--- config.mk ---
export PLATFORM = sky130hd
export DESIGN_NAME = feeder_gate_sequencer_core
export DESIGN_NICKNAME = d
export VERILOG_FILES = /design/src/hw/rtl/fgs_pkg.sv /design/src/hw/rtl/fgs_ctrl.sv /design/src/hw/rtl/fgs_datapath.sv /design/src/hw/rtl/feeder_gate_sequencer_core.sv
export SDC_FILE = /design/constraint.sdc
export NUM_CORES = 2
export LEC_CHECK = 0
export BUFFER_PORTS_ARGS = -buffer_cell sky130_fd_sc_hd__buf_2
export CORE_UTILIZATION = 45
export CTS_BUF_LIST = sky130_fd_sc_hd__clkbuf_16
export DETAILED_ROUTE_END_ITERATION = 10
export SYNTH_ARGS = -nofsm -noshare
export SYNTH_HDL_FRONTEND = slang
export SYNTH_SLANG_ARGS = --single-unit
--- constraint.sdc ---
create_clock -name clock -period 14.5 [get_ports clock]
set_input_delay 2.9 -clock clock [delete_from_list [all_inputs] [get_ports clock]]
set_output_delay 2.9 -clock clock [all_outputs]
set_load 0.005 [all_outputs]
--- src/hw/rtl/fgs_pkg.sv ---
// Shared types, constants and the servo duty function of the feeder gate sequencer.
`default_nettype none

package fgs_pkg;

   localparam int DUTY_BITS_DEFAULT = 16;
   localparam int TIME_BITS_DEFAULT = 32;

   localparam int PULSE_MIN_US = 500;
   localparam int PULSE_MAX_US = 2400;
   localparam int PERIOD_US = 20000;
   localparam int ANGLE_MAX = 180;
   localparam int ANGLE_COUNT = ANGLE_MAX + 1;
   localparam int GRAMS_PER_STEP = 10;

   localparam int ANGLE_BITS = 8;
   localparam int MS_BITS = 16;
   localparam int PWM_OUT_BITS = 16;
   localparam int GRAMS_BITS = 16;

   // Division of the target by ten is a multiplication by a scaled reciprocal.
   localparam int DIV10_SHIFT = 19;
   localparam int DIV10_MULT = (1 << DIV10_SHIFT) / GRAMS_PER_STEP + 1;

   localparam int CSR_INDEX_BITS = 3;
   localparam int CSR_DATA_BITS = 16;

   localparam logic [ANGLE_BITS-1:0] OPEN_ANGLE_RESET = 8'd70;
   localparam logic [ANGLE_BITS-1:0] CLOSED_ANGLE_RESET = 8'd0;
   localparam logic [MS_BITS-1:0] MOVE_TIME_RESET = 16'd200;
   localparam logic [MS_BITS-1:0] HOLD_MIN_RESET = 16'd300;
   localparam logic [MS_BITS-1:0] HOLD_MAX_RESET = 16'd1500;
   localparam logic [MS_BITS-1:0] HOLD_STEP_RESET = 16'd120;

   typedef enum logic [2:0] {
      CMD_TICK,
      CMD_SET_LED,
      CMD_SET_FAN,
      CMD_SET_PUMP,
      CMD_START_FEED,
      CMD_STOP_FEED,
      CMD_TAKE_OK,
      CMD_TAKE_TIMEOUT
   } cmd_type;

   typedef enum logic [2:0] {
      CSR_OPEN_ANGLE,
      CSR_CLOSED_ANGLE,
      CSR_MOVE_TIME,
      CSR_HOLD_MIN,
      CSR_HOLD_MAX,
      CSR_HOLD_STEP
   } csr_index_type;

   typedef enum logic [1:0] {
      PHASE_IDLE,
      PHASE_OPENING,
      PHASE_HOLDING,
      PHASE_CLOSING
   } phase_type;

   typedef enum logic [1:0] {
      ERR_NONE,
      ERR_PUMP_INTERLOCK,
      ERR_FEED_INTERLOCK,
      ERR_FEED_TIMEOUT
   } error_type;

   typedef enum logic [3:0] {
      ST_IDLE,
      ST_EXEC,
      ST_HOLD_DIV,
      ST_HOLD_MUL,
      ST_HOLD_SUM,
      ST_FEED,
      ST_TICK,
      ST_SETTLE,
      ST_RESP
   } state_type;

   typedef struct packed {
      logic [2:0] command;
      logic [31:0] now_ms;
      logic switch_on;
      logic [31:0] run_limit_ms;
      logic signed [GRAMS_BITS-1:0] target_grams;
   } req_type;

   typedef struct packed {
      logic accepted;
      logic flag_taken;
      logic led_state;
      logic fan_state;
      logic pump_state;
      logic gate_busy;
      logic [1:0] phase_now;
      logic [ANGLE_BITS-1:0] gate_angle;
      logic [PWM_OUT_BITS-1:0] pwm_duty;
      logic [1:0] error_code;
   } rsp_type;

   typedef struct packed {
      logic capture;
      logic exec_simple;
      logic hold_div;
      logic hold_mul;
      logic hold_sum;
      logic feed_start;
      logic tick_pass;
      logic load_rsp;
   } dp_cmd_type;

   typedef struct packed {
      cmd_type command;
      logic feed_allowed;
      logic tick_last;
   } dp_status_type;

   function automatic longint unsigned duty_calc(input int unsigned angle,
                                                 input int unsigned duty_bits);
      longint unsigned span;
      longint unsigned pulse;
      longint unsigned dmax;
      span = PULSE_MAX_US - PULSE_MIN_US;
      pulse = PULSE_MIN_US + (span * angle) / ANGLE_MAX;
      dmax = (64'd1 << duty_bits) - 64'd1;
      return (pulse * dmax) / PERIOD_US;
   endfunction

endpackage

`default_nettype wire

--- src/hw/rtl/fgs_ctrl.sv ---
// Controller state machine that steps each transaction through the datapath.
`default_nettype none

module fgs_ctrl
   import fgs_pkg::*;
(
   input  wire logic clock,
   input  wire logic reset,
   input  wire logic req_valid,
   output logic req_stall,
   output logic rsp_valid,
   input  wire logic rsp_stall,
   input  wire dp_status_type dp_status,
   output dp_cmd_type dp_cmd
);

   state_type state_ff;
   state_type state_in;
   logic rsp_valid_ff;
   logic rsp_valid_in;

   always_ff @(posedge clock) begin
      if (reset) begin
         state_ff <= ST_IDLE;
         rsp_valid_ff <= 1'b0;
      end else begin
         state_ff <= state_in;
         rsp_valid_ff <= rsp_valid_in;
      end
   end

   always_comb begin
      state_in = state_ff;
      dp_cmd = '0;
      rsp_valid_in = rsp_valid_ff && rsp_stall;
      unique case (state_ff)
         ST_IDLE: begin
            if (req_valid) begin
               dp_cmd.capture = 1'b1;
               state_in = ST_EXEC;
            end
         end
         ST_EXEC: begin
            if (dp_status.command == CMD_TICK) begin
               state_in = ST_TICK;
            end else if (dp_status.command == CMD_START_FEED && dp_status.feed_allowed) begin
               state_in = ST_HOLD_DIV;
            end else begin
               dp_cmd.exec_simple = 1'b1;
               state_in = ST_SETTLE;
            end
         end
         ST_HOLD_DIV: begin
            dp_cmd.hold_div = 1'b1;
            state_in = ST_HOLD_MUL;
         end
         ST_HOLD_MUL: begin
            dp_cmd.hold_mul = 1'b1;
            state_in = ST_HOLD_SUM;
         end
         ST_HOLD_SUM: begin
            dp_cmd.hold_sum = 1'b1;
            state_in = ST_FEED;
         end
         ST_FEED: begin
            dp_cmd.feed_start = 1'b1;
            state_in = ST_SETTLE;
         end
         ST_TICK: begin
            dp_cmd.tick_pass = 1'b1;
            if (dp_status.tick_last) begin
               state_in = ST_SETTLE;
            end
         end
         ST_SETTLE: begin
            state_in = ST_RESP;
         end
         ST_RESP: begin
            if (!rsp_valid_ff || !rsp_stall) begin
               dp_cmd.load_rsp = 1'b1;
               rsp_valid_in = 1'b1;
               state_in = ST_IDLE;
            end
         end
         default: begin
            state_in = ST_IDLE;
         end
      endcase
   end

   assign req_stall = (state_ff != ST_IDLE);
   assign rsp_valid = rsp_valid_ff;

endmodule

`default_nettype wire

--- src/hw/rtl/fgs_datapath.sv ---
// Datapath with configuration, switch, sequence and timing registers of the gate sequencer.
`default_nettype none

module fgs_datapath
   import fgs_pkg::*;
#(
   parameter int DUTY_BITS = DUTY_BITS_DEFAULT,
   parameter int TIME_BITS = TIME_BITS_DEFAULT
) (
   input  wire logic clock,
   input  wire logic reset,
   input  wire logic csr_write,
   input  wire logic [CSR_INDEX_BITS-1:0] csr_index,
   input  wire logic [CSR_DATA_BITS-1:0] csr_wdata,
   input  wire req_type req_data,
   input  wire dp_cmd_type dp_cmd,
   output dp_status_type dp_status,
   output rsp_type rsp_data
);

   localparam int GRAMS_MAG_BITS = GRAMS_BITS - 1;
   localparam int DIV_PRODUCT_BITS = GRAMS_MAG_BITS + 16;
   localparam int QUOT_BITS = DIV_PRODUCT_BITS - DIV10_SHIFT;
   localparam int HOLD_PROD_BITS = QUOT_BITS + MS_BITS;
   localparam int HOLD_SUM_BITS = HOLD_PROD_BITS + 1;
   localparam int RUN_NEED_BITS = MS_BITS + 2;
   localparam int CMP_BITS = 32;

   function automatic logic [ANGLE_BITS-1:0] clamp_angle(input logic [ANGLE_BITS-1:0] a);
      return (a > ANGLE_BITS'(ANGLE_MAX)) ? ANGLE_BITS'(ANGLE_MAX) : a;
   endfunction

   logic [DUTY_BITS-1:0] duty_rom [ANGLE_COUNT];

   for (genvar a = 0; a < ANGLE_COUNT; a++) begin : g_duty_rom
      assign duty_rom[a] = DUTY_BITS'(duty_calc(a, DUTY_BITS));
   end

   logic [ANGLE_BITS-1:0] open_angle_ff;
   logic [ANGLE_BITS-1:0] closed_angle_ff;
   logic [MS_BITS-1:0] move_time_ff;
   logic [MS_BITS-1:0] hold_min_ff;
   logic [MS_BITS-1:0] hold_max_ff;
   logic [MS_BITS-1:0] hold_step_ff;

   req_type req_ff, req_in;
   logic led_ff, led_in;
   logic fan_ff, fan_in;
   logic pump_ff, pump_in;
   logic busy_ff, busy_in;
   phase_type phase_ff, phase_in;
   logic [TIME_BITS-1:0] pdl_ff, pdl_in;
   logic [TIME_BITS-1:0] tdl_ff, tdl_in;
   logic [MS_BITS-1:0] hold_ff, hold_in;
   logic armed_ff, armed_in;
   logic ok_flag_ff, ok_flag_in;
   logic to_flag_ff, to_flag_in;
   error_type err_ff, err_in;
   logic [ANGLE_BITS-1:0] angle_ff, angle_in;
   logic [DUTY_BITS-1:0] duty_ff;
   logic accepted_ff, accepted_in;
   logic taken_ff, taken_in;
   logic [QUOT_BITS-1:0] quot_ff, quot_in;
   logic [HOLD_PROD_BITS-1:0] prod_ff, prod_in;
   rsp_type rsp_ff, rsp_in;

   logic [TIME_BITS-1:0] now_t;
   logic [TIME_BITS-1:0] max_t;
   logic grams_pos;
   logic [GRAMS_MAG_BITS-1:0] grams_mag;
   logic [DIV_PRODUCT_BITS-1:0] div_product;
   logic [HOLD_SUM_BITS-1:0] hold_sum;
   logic [RUN_NEED_BITS-1:0] run_need;
   logic arm_need;
   logic timeout_hit;
   logic deadline_wait;
   logic end_seq;
   logic [DUTY_BITS+PWM_OUT_BITS-1:0] duty_wide;

   always_ff @(posedge clock) begin
      if (reset) begin
         open_angle_ff <= OPEN_ANGLE_RESET;
         closed_angle_ff <= CLOSED_ANGLE_RESET;
         move_time_ff <= MOVE_TIME_RESET;
         hold_min_ff <= HOLD_MIN_RESET;
         hold_max_ff <= HOLD_MAX_RESET;
         hold_step_ff <= HOLD_STEP_RESET;
      end else if (csr_write) begin
         unique case (csr_index_type'(csr_index))
            CSR_OPEN_ANGLE: open_angle_ff <= csr_wdata[ANGLE_BITS-1:0];
            CSR_CLOSED_ANGLE: closed_angle_ff <= csr_wdata[ANGLE_BITS-1:0];
            CSR_MOVE_TIME: move_time_ff <= csr_wdata[MS_BITS-1:0];
            CSR_HOLD_MIN: hold_min_ff <= csr_wdata[MS_BITS-1:0];
            CSR_HOLD_MAX: hold_max_ff <= csr_wdata[MS_BITS-1:0];
            CSR_HOLD_STEP: hold_step_ff <= csr_wdata[MS_BITS-1:0];
            default: begin
            end
         endcase
      end
   end

   always_ff @(posedge clock) begin
      if (reset) begin
         led_ff <= 1'b0;
         fan_ff <= 1'b0;
         pump_ff <= 1'b0;
         busy_ff <= 1'b0;
         phase_ff <= PHASE_IDLE;
         pdl_ff <= '0;
         tdl_ff <= '0;
         hold_ff <= '0;
         armed_ff <= 1'b0;
         ok_flag_ff <= 1'b0;
         to_flag_ff <= 1'b0;
         err_ff <= ERR_NONE;
         angle_ff <= clamp_angle(CLOSED_ANGLE_RESET);
         duty_ff <= duty_rom[clamp_angle(CLOSED_ANGLE_RESET)];
      end else begin
         led_ff <= led_in;
         fan_ff <= fan_in;
         pump_ff <= pump_in;
         busy_ff <= busy_in;
         phase_ff <= phase_in;
         pdl_ff <= pdl_in;
         tdl_ff <= tdl_in;
         hold_ff <= hold_in;
         armed_ff <= armed_in;
         ok_flag_ff <= ok_flag_in;
         to_flag_ff <= to_flag_in;
         err_ff <= err_in;
         angle_ff <= angle_in;
         duty_ff <= duty_rom[angle_ff];
      end
   end

   always_ff @(posedge clock) begin
      req_ff <= req_in;
      accepted_ff <= accepted_in;
      taken_ff <= taken_in;
      quot_ff <= quot_in;
      prod_ff <= prod_in;
      rsp_ff <= rsp_in;
   end

   assign now_t = req_ff.now_ms[TIME_BITS-1:0];
   assign max_t = req_ff.run_limit_ms[TIME_BITS-1:0];
   assign grams_pos = !req_ff.target_grams[GRAMS_BITS-1] && (req_ff.target_grams != '0);
   assign grams_mag = req_ff.target_grams[GRAMS_MAG_BITS-1:0];
   assign div_product = DIV_PRODUCT_BITS'(grams_mag) * DIV_PRODUCT_BITS'(DIV10_MULT);
   assign hold_sum = HOLD_SUM_BITS'(hold_min_ff) + HOLD_SUM_BITS'(prod_ff);
   assign run_need = RUN_NEED_BITS'({move_time_ff, 1'b0}) + RUN_NEED_BITS'(hold_ff);
   assign arm_need = CMP_BITS'(run_need) > CMP_BITS'(max_t);
   assign timeout_hit = armed_ff && (now_t >= tdl_ff);
   assign deadline_wait = now_t < pdl_ff;
   assign duty_wide = {{PWM_OUT_BITS{1'b0}}, duty_ff};

   always_comb begin
      req_in = req_ff;
      led_in = led_ff;
      fan_in = fan_ff;
      pump_in = pump_ff;
      busy_in = busy_ff;
      phase_in = phase_ff;
      pdl_in = pdl_ff;
      tdl_in = tdl_ff;
      hold_in = hold_ff;
      armed_in = armed_ff;
      ok_flag_in = ok_flag_ff;
      to_flag_in = to_flag_ff;
      err_in = err_ff;
      angle_in = angle_ff;
      accepted_in = accepted_ff;
      taken_in = taken_ff;
      quot_in = quot_ff;
      prod_in = prod_ff;
      rsp_in = rsp_ff;
      end_seq = 1'b0;

      if (dp_cmd.capture) begin
         req_in = req_data;
         accepted_in = 1'b1;
         taken_in = 1'b0;
      end

      if (dp_cmd.exec_simple) begin
         unique case (cmd_type'(req_ff.command))
            CMD_SET_LED: led_in = req_ff.switch_on;
            CMD_SET_FAN: fan_in = req_ff.switch_on;
            CMD_SET_PUMP: begin
               if (req_ff.switch_on && busy_ff) begin
                  err_in = ERR_PUMP_INTERLOCK;
                  accepted_in = 1'b0;
               end else begin
                  pump_in = req_ff.switch_on;
               end
            end
            CMD_START_FEED: begin
               err_in = ERR_FEED_INTERLOCK;
               accepted_in = 1'b0;
            end
            CMD_STOP_FEED: end_seq = 1'b1;
            CMD_TAKE_OK: begin
               taken_in = ok_flag_ff;
               ok_flag_in = 1'b0;
            end
            CMD_TAKE_TIMEOUT: begin
               taken_in = to_flag_ff;
               to_flag_in = 1'b0;
            end
            default: begin
            end
         endcase
      end

      if (dp_cmd.hold_div) begin
         quot_in = grams_pos ? div_product[DIV_PRODUCT_BITS-1:DIV10_SHIFT] : '0;
      end

      if (dp_cmd.hold_mul) begin
         prod_in = HOLD_PROD_BITS'(quot_ff) * HOLD_PROD_BITS'(hold_step_ff);
      end

      if (dp_cmd.hold_sum) begin
         hold_in = (hold_sum > HOLD_SUM_BITS'(hold_max_ff)) ? hold_max_ff
                                                             : hold_sum[MS_BITS-1:0];
      end

      if (dp_cmd.feed_start) begin
         busy_in = 1'b1;
         err_in = ERR_NONE;
         phase_in = PHASE_OPENING;
         pdl_in = now_t + TIME_BITS'(move_time_ff);
         armed_in = arm_need;
         tdl_in = arm_need ? (now_t + max_t) : '0;
         ok_flag_in = 1'b0;
         to_flag_in = 1'b0;
         angle_in = clamp_angle(open_angle_ff);
      end

      if (dp_cmd.tick_pass && phase_ff != PHASE_IDLE) begin
         if (timeout_hit) begin
            end_seq = 1'b1;
            err_in = ERR_FEED_TIMEOUT;
            to_flag_in = 1'b1;
            ok_flag_in = 1'b0;
         end else if (!deadline_wait) begin
            case (phase_ff)
               PHASE_OPENING: begin
                  phase_in = PHASE_HOLDING;
                  pdl_in = now_t + TIME_BITS'(hold_ff);
               end
               PHASE_HOLDING: begin
                  phase_in = PHASE_CLOSING;
                  angle_in = clamp_angle(closed_angle_ff);
                  pdl_in = now_t + TIME_BITS'(move_time_ff);
               end
               default: begin
                  end_seq = 1'b1;
                  to_flag_in = 1'b0;
                  ok_flag_in = 1'b1;
               end
            endcase
         end
      end

      if (end_seq) begin
         busy_in = 1'b0;
         phase_in = PHASE_IDLE;
         pdl_in = '0;
         tdl_in = '0;
         hold_in = '0;
         armed_in = 1'b0;
         angle_in = clamp_angle(closed_angle_ff);
      end

      if (dp_cmd.load_rsp) begin
         rsp_in.accepted = accepted_ff;
         rsp_in.flag_taken = taken_ff;
         rsp_in.led_state = led_ff;
         rsp_in.fan_state = fan_ff;
         rsp_in.pump_state = pump_ff;
         rsp_in.gate_busy = busy_ff;
         rsp_in.phase_now = phase_ff;
         rsp_in.gate_angle = angle_ff;
         rsp_in.pwm_duty = duty_wide[PWM_OUT_BITS-1:0];
         rsp_in.error_code = err_ff;
      end
   end

   assign dp_status.command = cmd_type'(req_ff.command);
   assign dp_status.feed_allowed = !pump_ff && !busy_ff;
   assign dp_status.tick_last = (phase_ff == PHASE_IDLE) || timeout_hit || deadline_wait
                                || (phase_ff == PHASE_CLOSING);
   assign rsp_data = rsp_ff;

endmodule

`default_nettype wire

--- src/hw/rtl/feeder_gate_sequencer_core.sv ---
// Top level of the feeder gate sequencer: controller, datapath and channel ports.
//
//   Channel   Handshake               Contents
//   req_      req_valid / req_stall   command, now_ms, switch_on, run_limit_ms, target_grams
//   rsp_      rsp_valid / rsp_stall   switch, sequence, angle, duty and error status
//   csr_      csr_valid / csr_ready   register index and write data
//
// A switch, stop or take command passes through the execute, settle and result states after acceptance.
// A tick stays in the phase loop state until its last pass, then goes through the settle and result states.
// An allowed start_feed adds the three-step hold time calculation (divide, multiply, sum) and the feed state.
// The next transaction can be accepted while the result is offered.
// Reset is synchronous; it restores the control, status and configuration registers.
// The result register holds a stalled transaction; only the result load waits for it.
`default_nettype none

module feeder_gate_sequencer_core
   import fgs_pkg::*;
#(
   parameter int DUTY_BITS = DUTY_BITS_DEFAULT,
   parameter int TIME_BITS = TIME_BITS_DEFAULT
) (
   input  wire logic clock,
   input  wire logic reset,
   input  wire logic req_valid,
   output logic req_stall,
   input  wire req_type req_data,
   output logic rsp_valid,
   input  wire logic rsp_stall,
   output rsp_type rsp_data,
   input  wire logic csr_valid,
   output logic csr_ready,
   input  wire logic [CSR_INDEX_BITS-1:0] csr_index,
   input  wire logic [CSR_DATA_BITS-1:0] csr_wdata
);

   dp_cmd_type dp_cmd;
   dp_status_type dp_status;
   logic csr_write;

   assign csr_ready = 1'b1;
   assign csr_write = csr_valid && csr_ready;

   fgs_ctrl u_ctrl (
      .clock(clock),
      .reset(reset),
      .req_valid(req_valid),
      .req_stall(req_stall),
      .rsp_valid(rsp_valid),
      .rsp_stall(rsp_stall),
      .dp_status(dp_status),
      .dp_cmd(dp_cmd)
   );

   fgs_datapath #(
      .DUTY_BITS(DUTY_BITS),
      .TIME_BITS(TIME_BITS)
   ) u_datapath (
      .clock(clock),
      .reset(reset),
      .csr_write(csr_write),
      .csr_index(csr_index),
      .csr_wdata(csr_wdata),
      .req_data(req_data),
      .dp_cmd(dp_cmd),
      .dp_status(dp_status),
      .rsp_data(rsp_data)
   );

endmodule

`default_nettype wire

Yosys cells after proc, flatten, opt, wreduce, memory -nomap -nowiden:

Memories as Yosys holds them, arrays and structs flattened. A register that Yosys moved wholly into a read port is not among the register bits.
Index checks and enable logic that the tools add are counted.

* multipliers: 2
* equality and inequality tests: 26
* bitwise operators: 2
* add/subtract/negate cells: 5
* mux-type cells: 73
* reduce and logical (&&, ||, !) cells: 35
* $lt $le $gt $ge: 6

Operator list (number)
* 32-bit two-way mux: 5
* 32-bit by 16-bit adder with 32-bit output: 2
* 8-bit two-way mux: 8
* 32-bit one-hot mux with 2 select lines: 1
* 1-bit two-way mux: 39
* 4-bit one-hot mux with 9 select lines: 1
* 32-bit adder: 1
* 32-bit greater-or-equal comparator: 1
* 18-bit by 32-bit > comparator with 1-bit output: 1
* 32-bit < comparator: 1
* 15-bit by 16-bit multiplier with 31-bit output, second input constant: 1
* 16-bit by 28-bit adder with 29-bit output: 1
* 29-bit by 16-bit > comparator with 1-bit output: 1
* 12-bit by 16-bit multiplier with 28-bit output: 1
* 17-bit by 16-bit adder with 18-bit output: 1
* 3-bit equality test, second input constant: 6
* 2-bit two-way mux: 9
* 4-bit by 3-bit equality test with 1-bit output, second input constant: 4
* 8-bit > comparator, second input constant: 2
* 16-bit two-way mux: 1
* 2-bit AND reduction: 8
* 16-bit nonzero test: 1
* 3-bit by 2-bit equality test with 1-bit output, second input constant: 4
* 4-bit two-way mux: 3
* other kinds (23): 46

* bits in read-only memories: 4096
* logic and storage cells: 190
* bits of input ports: 108
* output and inout bits: 37
* memories: 1
* bits in registers: 344

Memories
* (name not given): depth 256, width 16, rd ports 1, clocked after memory_dff 1, write ports 0, line fgs_datapath.sv:132 `duty_ff <= duty_rom[angle_ff];`

Longest topological paths before layout:

* depth after elaboration: 12
* mapped depth: 23
* mapped depth without buffers: 23

Hierarchy:

A second synthesis with hierarchy kept.

* cells, all modules: 3689
* area, all modules: 32210.9 µm²

Modules (own cells, without submodules)
* fgs_datapath: times used 1, area each 31841.8 µm², cells each 3642, seq. area each 8538.2 µm²
* fgs_ctrl: times used 1, area each 357.8 µm², cells each 45, seq. area each 100.1 µm²
* feeder_gate_sequencer_core: times used 1, area each 11.3 µm², cells each 2, seq. area each 0.0 µm²

Worst setup path before layout:

Ideal clock, no wire load.

* path kind: reg2reg
* start point: register u_datapath.quot_ff[5]
* end point: register u_datapath.prod_ff[26] (data pin)
* period minus slack after synthesis: 5.611 ns
* stages on the path, launching flop included: 21
* setup time: 0.258 ns
* arrival: 5.353 ns
* setup slack: 8.889 ns
* buffers on the path: 1
* required time: 14.242 ns
* cell sequence: edfxtp_1 > clkbuf_1 > nand2_1 > fa_1 > fa_1 > inv_1 > ha_1 > fa_1 > inv_1 > fa_1 > inv_1 > ha_1 > or2_2 > or3_1 > o211a_1 > o31a_1 > o211ai_1 > nand3_1 > a41o_1 > a21oi_1 > xnor2_1

* cells in the longest elaborated chain, start to end: 1

RTL lines
* start: declaration: line fgs_datapath.sv:63 `logic [QUOT_BITS-1:0] quot_ff, quot_in;`
* start signal: assignment: line fgs_datapath.sv:140 `quot_ff <= quot_in;`
* 12-bit by 16-bit multiplier with 28-bit output: line fgs_datapath.sv:220 `prod_in = HOLD_PROD_BITS'(quot_ff) * HOLD_PROD_BITS'(hold_step_ff);`
* end signal: assignment: line fgs_datapath.sv:141 `prod_ff <= prod_in;`
* end: declaration: line fgs_datapath.sv:64 `logic [HOLD_PROD_BITS-1:0] prod_ff, prod_in;`

No other way between the ends.
A chain may end at the register's enable or synchronous reset.

Worst setup path in the final report:

* start point: register u_datapath.req_ff (netlist bit u_datapath.grams_mag[6])
* end point: register u_datapath.quot_ff[11] (data pin)

* cells in the longest elaborated chain, start to end: 2
* elaborated cells on any way between the ends: 3
* classes of those cells: 1 x mul; 2 x reduce/logical

RTL lines
* start: declaration: line fgs_datapath.sv:46 `req_type req_ff, req_in;`
* start signal: assignment: line fgs_datapath.sv:137 `req_ff <= req_in;`
* branches (longest 2 deep; another with 15-bit by 16-bit multiplier with 31-bit output)

Parallel ways; which one is timed is not known.

==> flow_summary.yaml <==
place:
  dp_hpwl_um: 63940
  place.gp.congestion: 0.8803
  dpl_worst_slack_ns: 8.408
  io_buffers: 140
min_path:
  hold_path.class: "reg2reg"
  whs_endpoint: "u_datapath.rsp_data[2]$_DFFE_PP_"
  hold_start: "u_datapath.duty_ff[0]$_SDFF_PP0_"
  hold_depth: 0
die:
  die_h_um: 269.0
  ios: 145
  row_count: 97
  start_util: 0.4565
  die_x_um: 269.0
  fp.coreArea_um2: 70270
  dieArea_um2: 72350
worst_setup_path:
  crit_fanout: 5
  cp-start-kind: "register"
  crit_arrival_ns: 6.44
  worst-setup-path-type: "reg2reg"
  cp-end-kind: "register"
  crit_required_ns: 14.82
  r2r-end: "u_datapath.quot_ff[11]$_SDFFCE_PN0P_"
  worst-r2r-cell-count: 21
  timing.rr.start: "u_datapath.grams_mag[6]$_DFFE_PP_"
  r2r_slack_ns: 8.38
global_route:
  grtUsageMet1: 0.3320
  grtUsageMet2: 0.3938
  grt_first_pass_wirelength_um: 137300
  grt_pass1_vias: 25159
  track_usage: 0.2388
  gr-total-overflow: 0
  grt_max_degree: 101
  grt.busiest_layer: "met2"
  use_met3: 0.02703
  antenna_found_initial: 0
synthesis:
  synth_compound_area_frac: 0.1678
  synth_top_family_by_area: "adder cells"
  seq_area_frac_synth: 0.2693
  ys.flop_type: "dfxtp_1"
  yosys.area_share.xor_xnor: 0.03932
  synthDistinctLibCells: 82
  yosys_register_bits: 354
  yosys_warnings: 0
  synth_simple_gate_area_frac: 0.1641
  netlist_instances: 3661
  syn-cell-area_um2: 32080
  synth-edff-count: 155
  synth_adder_area_share: 0.2810
  syn_area_per_cell_um2: 8.762
  synthMuxAreaShare: 0.007489
  synthArstFlopShare: 0
clock_tree:
  clockBufferDepth: 3
  cts_tree: "built"
  clk_latency_ns: 0.60
  post_cts_buffers: 0
  cts_num_sinks: 354
  path_clk_slew_ns: 0.06
  ctsHoldBuffers: 0
  numCtsBuffers: 44
  ctsHtreeMaxLevel: 2
  cts_repair_resize_count: 0
  cts_root_buffer: "clkbuf_16"
finish:
  drive_gt1_frac: 0.07481
  n_antenna_cell: 0
  fin_nets: 4414
  area_growth_pct: 9.357
sta:
  setup_tns_ns: 0
  worst_slack_ns: 8.378
  worst_slew_pin_slew_ns: 1.099
  hold_viol: 0
  setup_violations: 0
  slew_headroom: 0.2675
  rsz0062_at_grt: "no"
  fmax_mhz: 163.3
  fin_hold_ws_ns: 0.3965
  period_share: 0.4222
  fin_skew_ns: 0.03149
  period_needed_ns: 6.122
  slew_violations: 0
route:
  drc_errors: 0
  drt-total-wl_um: 85470
  vias: 25898
  wire_per_inst_um: 18.25
  routed_via_density: 5.530
  ant_nets: 0
  first_pass_iters: 6
  drt_iter0_markers: 1862
power:
  combinationalPowerShare: 0.641
  peakVddDrop_v: 0.0003773
  pwr-share-clk: 0.157
  leakagePower_nw: 15.46
  p_sw_mw: 3.343
  power.internal_mw: 4.058
  p_per_area_nw_per_um2: 211.0
  total_power_mw: 7.401
  swShare: 0.4517
  seqPwrFrac: 0.202
job:
  drv_cap: 0
status:
  outcome: "finished, final reports clean"
## worst max-delay path by stage
| stage | endpoint | slack (ns) | startpoint |
|---|---|---|---|
| global route | u_datapath.quot_ff[11]$_SDFFCE_PN0P_ | 8.03 | u_datapath.grams_mag[6]$_DFFE_PP_ |
| finish | u_datapath.quot_ff[11]$_SDFFCE_PN0P_ | 8.38 | u_datapath.grams_mag[6]$_DFFE_PP_ |
| global placement | u_datapath.quot_ff[11]$_SDFFCE_PN0P_ | 8.41 | u_datapath.grams_mag[6]$_DFFE_PP_ |
| detailed placement | u_datapath.quot_ff[11]$_SDFFCE_PN0P_ | 8.41 | u_datapath.grams_mag[6]$_DFFE_PP_ |
| floorplan | u_datapath.prod_ff[26]$_DFFE_PP_ | 8.89 | u_datapath.quot_ff[5]$_SDFFCE_PN0P_ |
| CTS | u_datapath.quot_ff[11]$_SDFFCE_PN0P_ | 8.38 | u_datapath.grams_mag[6]$_DFFE_PP_ |
## critical path, stage by stage (launching register included)
cell and delay (ns):
edfxtp_1 0.48, inv_1 0.21, ha_1 0.29, ha_1 0.32, inv_1 0.06, fa_1 0.50
fa_1 0.55, inv_1 0.07, fa_1 0.51, inv_1 0.05, fa_1 0.49, inv_1 0.05
ha_1 0.28, and4_1 0.22, nand4_1 0.09, a31oi_1 0.23, nor3_1 0.12, o41ai_1 0.67
a41o_1 0.35, o31a_1 0.17, xnor2_1 0.12, nor2_1 0.06
## final cells by class
cell class,instances,area [µm²]
tap,940,1176
inverter,434,1629
fill,6784,35190
multi-input combinational,2711,21240
clock buffer,45,1126
timing repair buffer,163,875.8
sequential,354,8643
clock inverter,36,385.4
## sequential cells by signal, summed over array words and instances (netlist names), 2 cells and up
register / flops
u_datapath.hold_min_ff: 16
u_datapath.dp_status: 3
u_datapath.quot_ff: 12
u_datapath.grams_mag: 15
u_datapath.rsp_data: 31
u_datapath.angle_ff: 8
u_datapath.req_ff: 2
u_datapath.hold_max_ff: 16
u_datapath.hold_step_ff: 16
u_datapath.phase_ff: 2
u_datapath.move_time_ff: 16
u_datapath.closed_angle_ff: 8
u_datapath.hold_ff: 16
u_ctrl.state_ff: 4
u_datapath.tdl_ff: 32
u_datapath.pdl_ff: 32
u_datapath.now_t: 32
u_datapath.duty_ff: 13
u_datapath.prod_ff: 28
u_datapath.open_angle_ff: 8
u_datapath.max_t: 32
u_datapath.err_ff: 2
## cell usage in the layout (no fill, tap or decap), types with 37 or more instances in the layout
cell,n
inv_1,444
o21ai_0,144
ha_1,394
clkbuf_16,45
fa_1,204
a22oi_1,37
a211oi_1,56
nand2_1,472
and2_1,81
nor3_1,39
xor2_1,51
buf_2,139
a21oi_1,256
nor2_1,224
edfxtp_1,155
nand3_1,72
dfxtp_1,195
a21o_1,78
xnor2_1,93
## synth_stat cells, types with 26 or more instances
library cell,number,area share
nand2_1,473,0.055
inv_1,433,0.051
ha_1,394,0.15
a21oi_1,257,0.040
nor2_1,226,0.026
fa_1,204,0.13
dfxtp_1,199,0.12
edfxtp_1,155,0.15
o21ai_0,144,0.022
clkbuf_1,137,0.016
xnor2_1,93,0.025
and2_1,81,0.016
a21o_1,78,0.018
nand3_1,72,0.011
a211oi_1,56,0.013
xor2_1,51,0.014
nor3_1,41,0.0064
a22oi_1,37,0.0087
nand4_1,32,0.0062
nand3b_1,28,0.0066
nor2b_1,28,0.0055
o211ai_1,28,0.0066
nand2b_1,27,0.0053
and3_1,26,0.0051
## per-stage QoR
step / instance area [µm²] / instances / utilization
CTS: 35080 / 4683 / 0.4992
floorplan: 32080 / 3663 / -
global placement: 33570 / 4602 / 0.4777
global route: 35080 / 4683 / 0.4992
finish: 35080 / 4683 / 0.4992
detailed placement: 33570 / 4602 / 0.4777
## power groups by stage
| stage | Clock (mW) | Sequential [mW] | Combinational (mW) |
|---|---|---|---|
| 3_5_place_dp | 0 | 1.51 | 4.74 |
| 2_1_floorplan | 0 | 1.39 | 3.77 |
| 5_1_grt | 1.23 | 1.51 | 5.57 |
| 3_3_place_gp | 0 | 1.51 | 4.72 |
| 4_1_cts | 1.19 | 1.49 | 4.79 |
| 6_report | 1.16 | 1.49 | 4.75 |
## logic make-up after synthesis
kind of cell / Yosys count
AOI/OAI and AO/OA: 823
xor gates and xnor gates: 144
adders and majority gates: 598
buffers and inverters: 598
DFF: 354
muxes: 18
other: 2
and+or+nand+nor: 1124
## per-layer routing
metal / wire (µm) / vias up
met1: 39960 / 12381
met2: 39330 / 645
li1: - / 12773
met4: 1857 / 0
met5: 0 / -
met3: 4327 / 99
(Power assumes the default switching activity.)
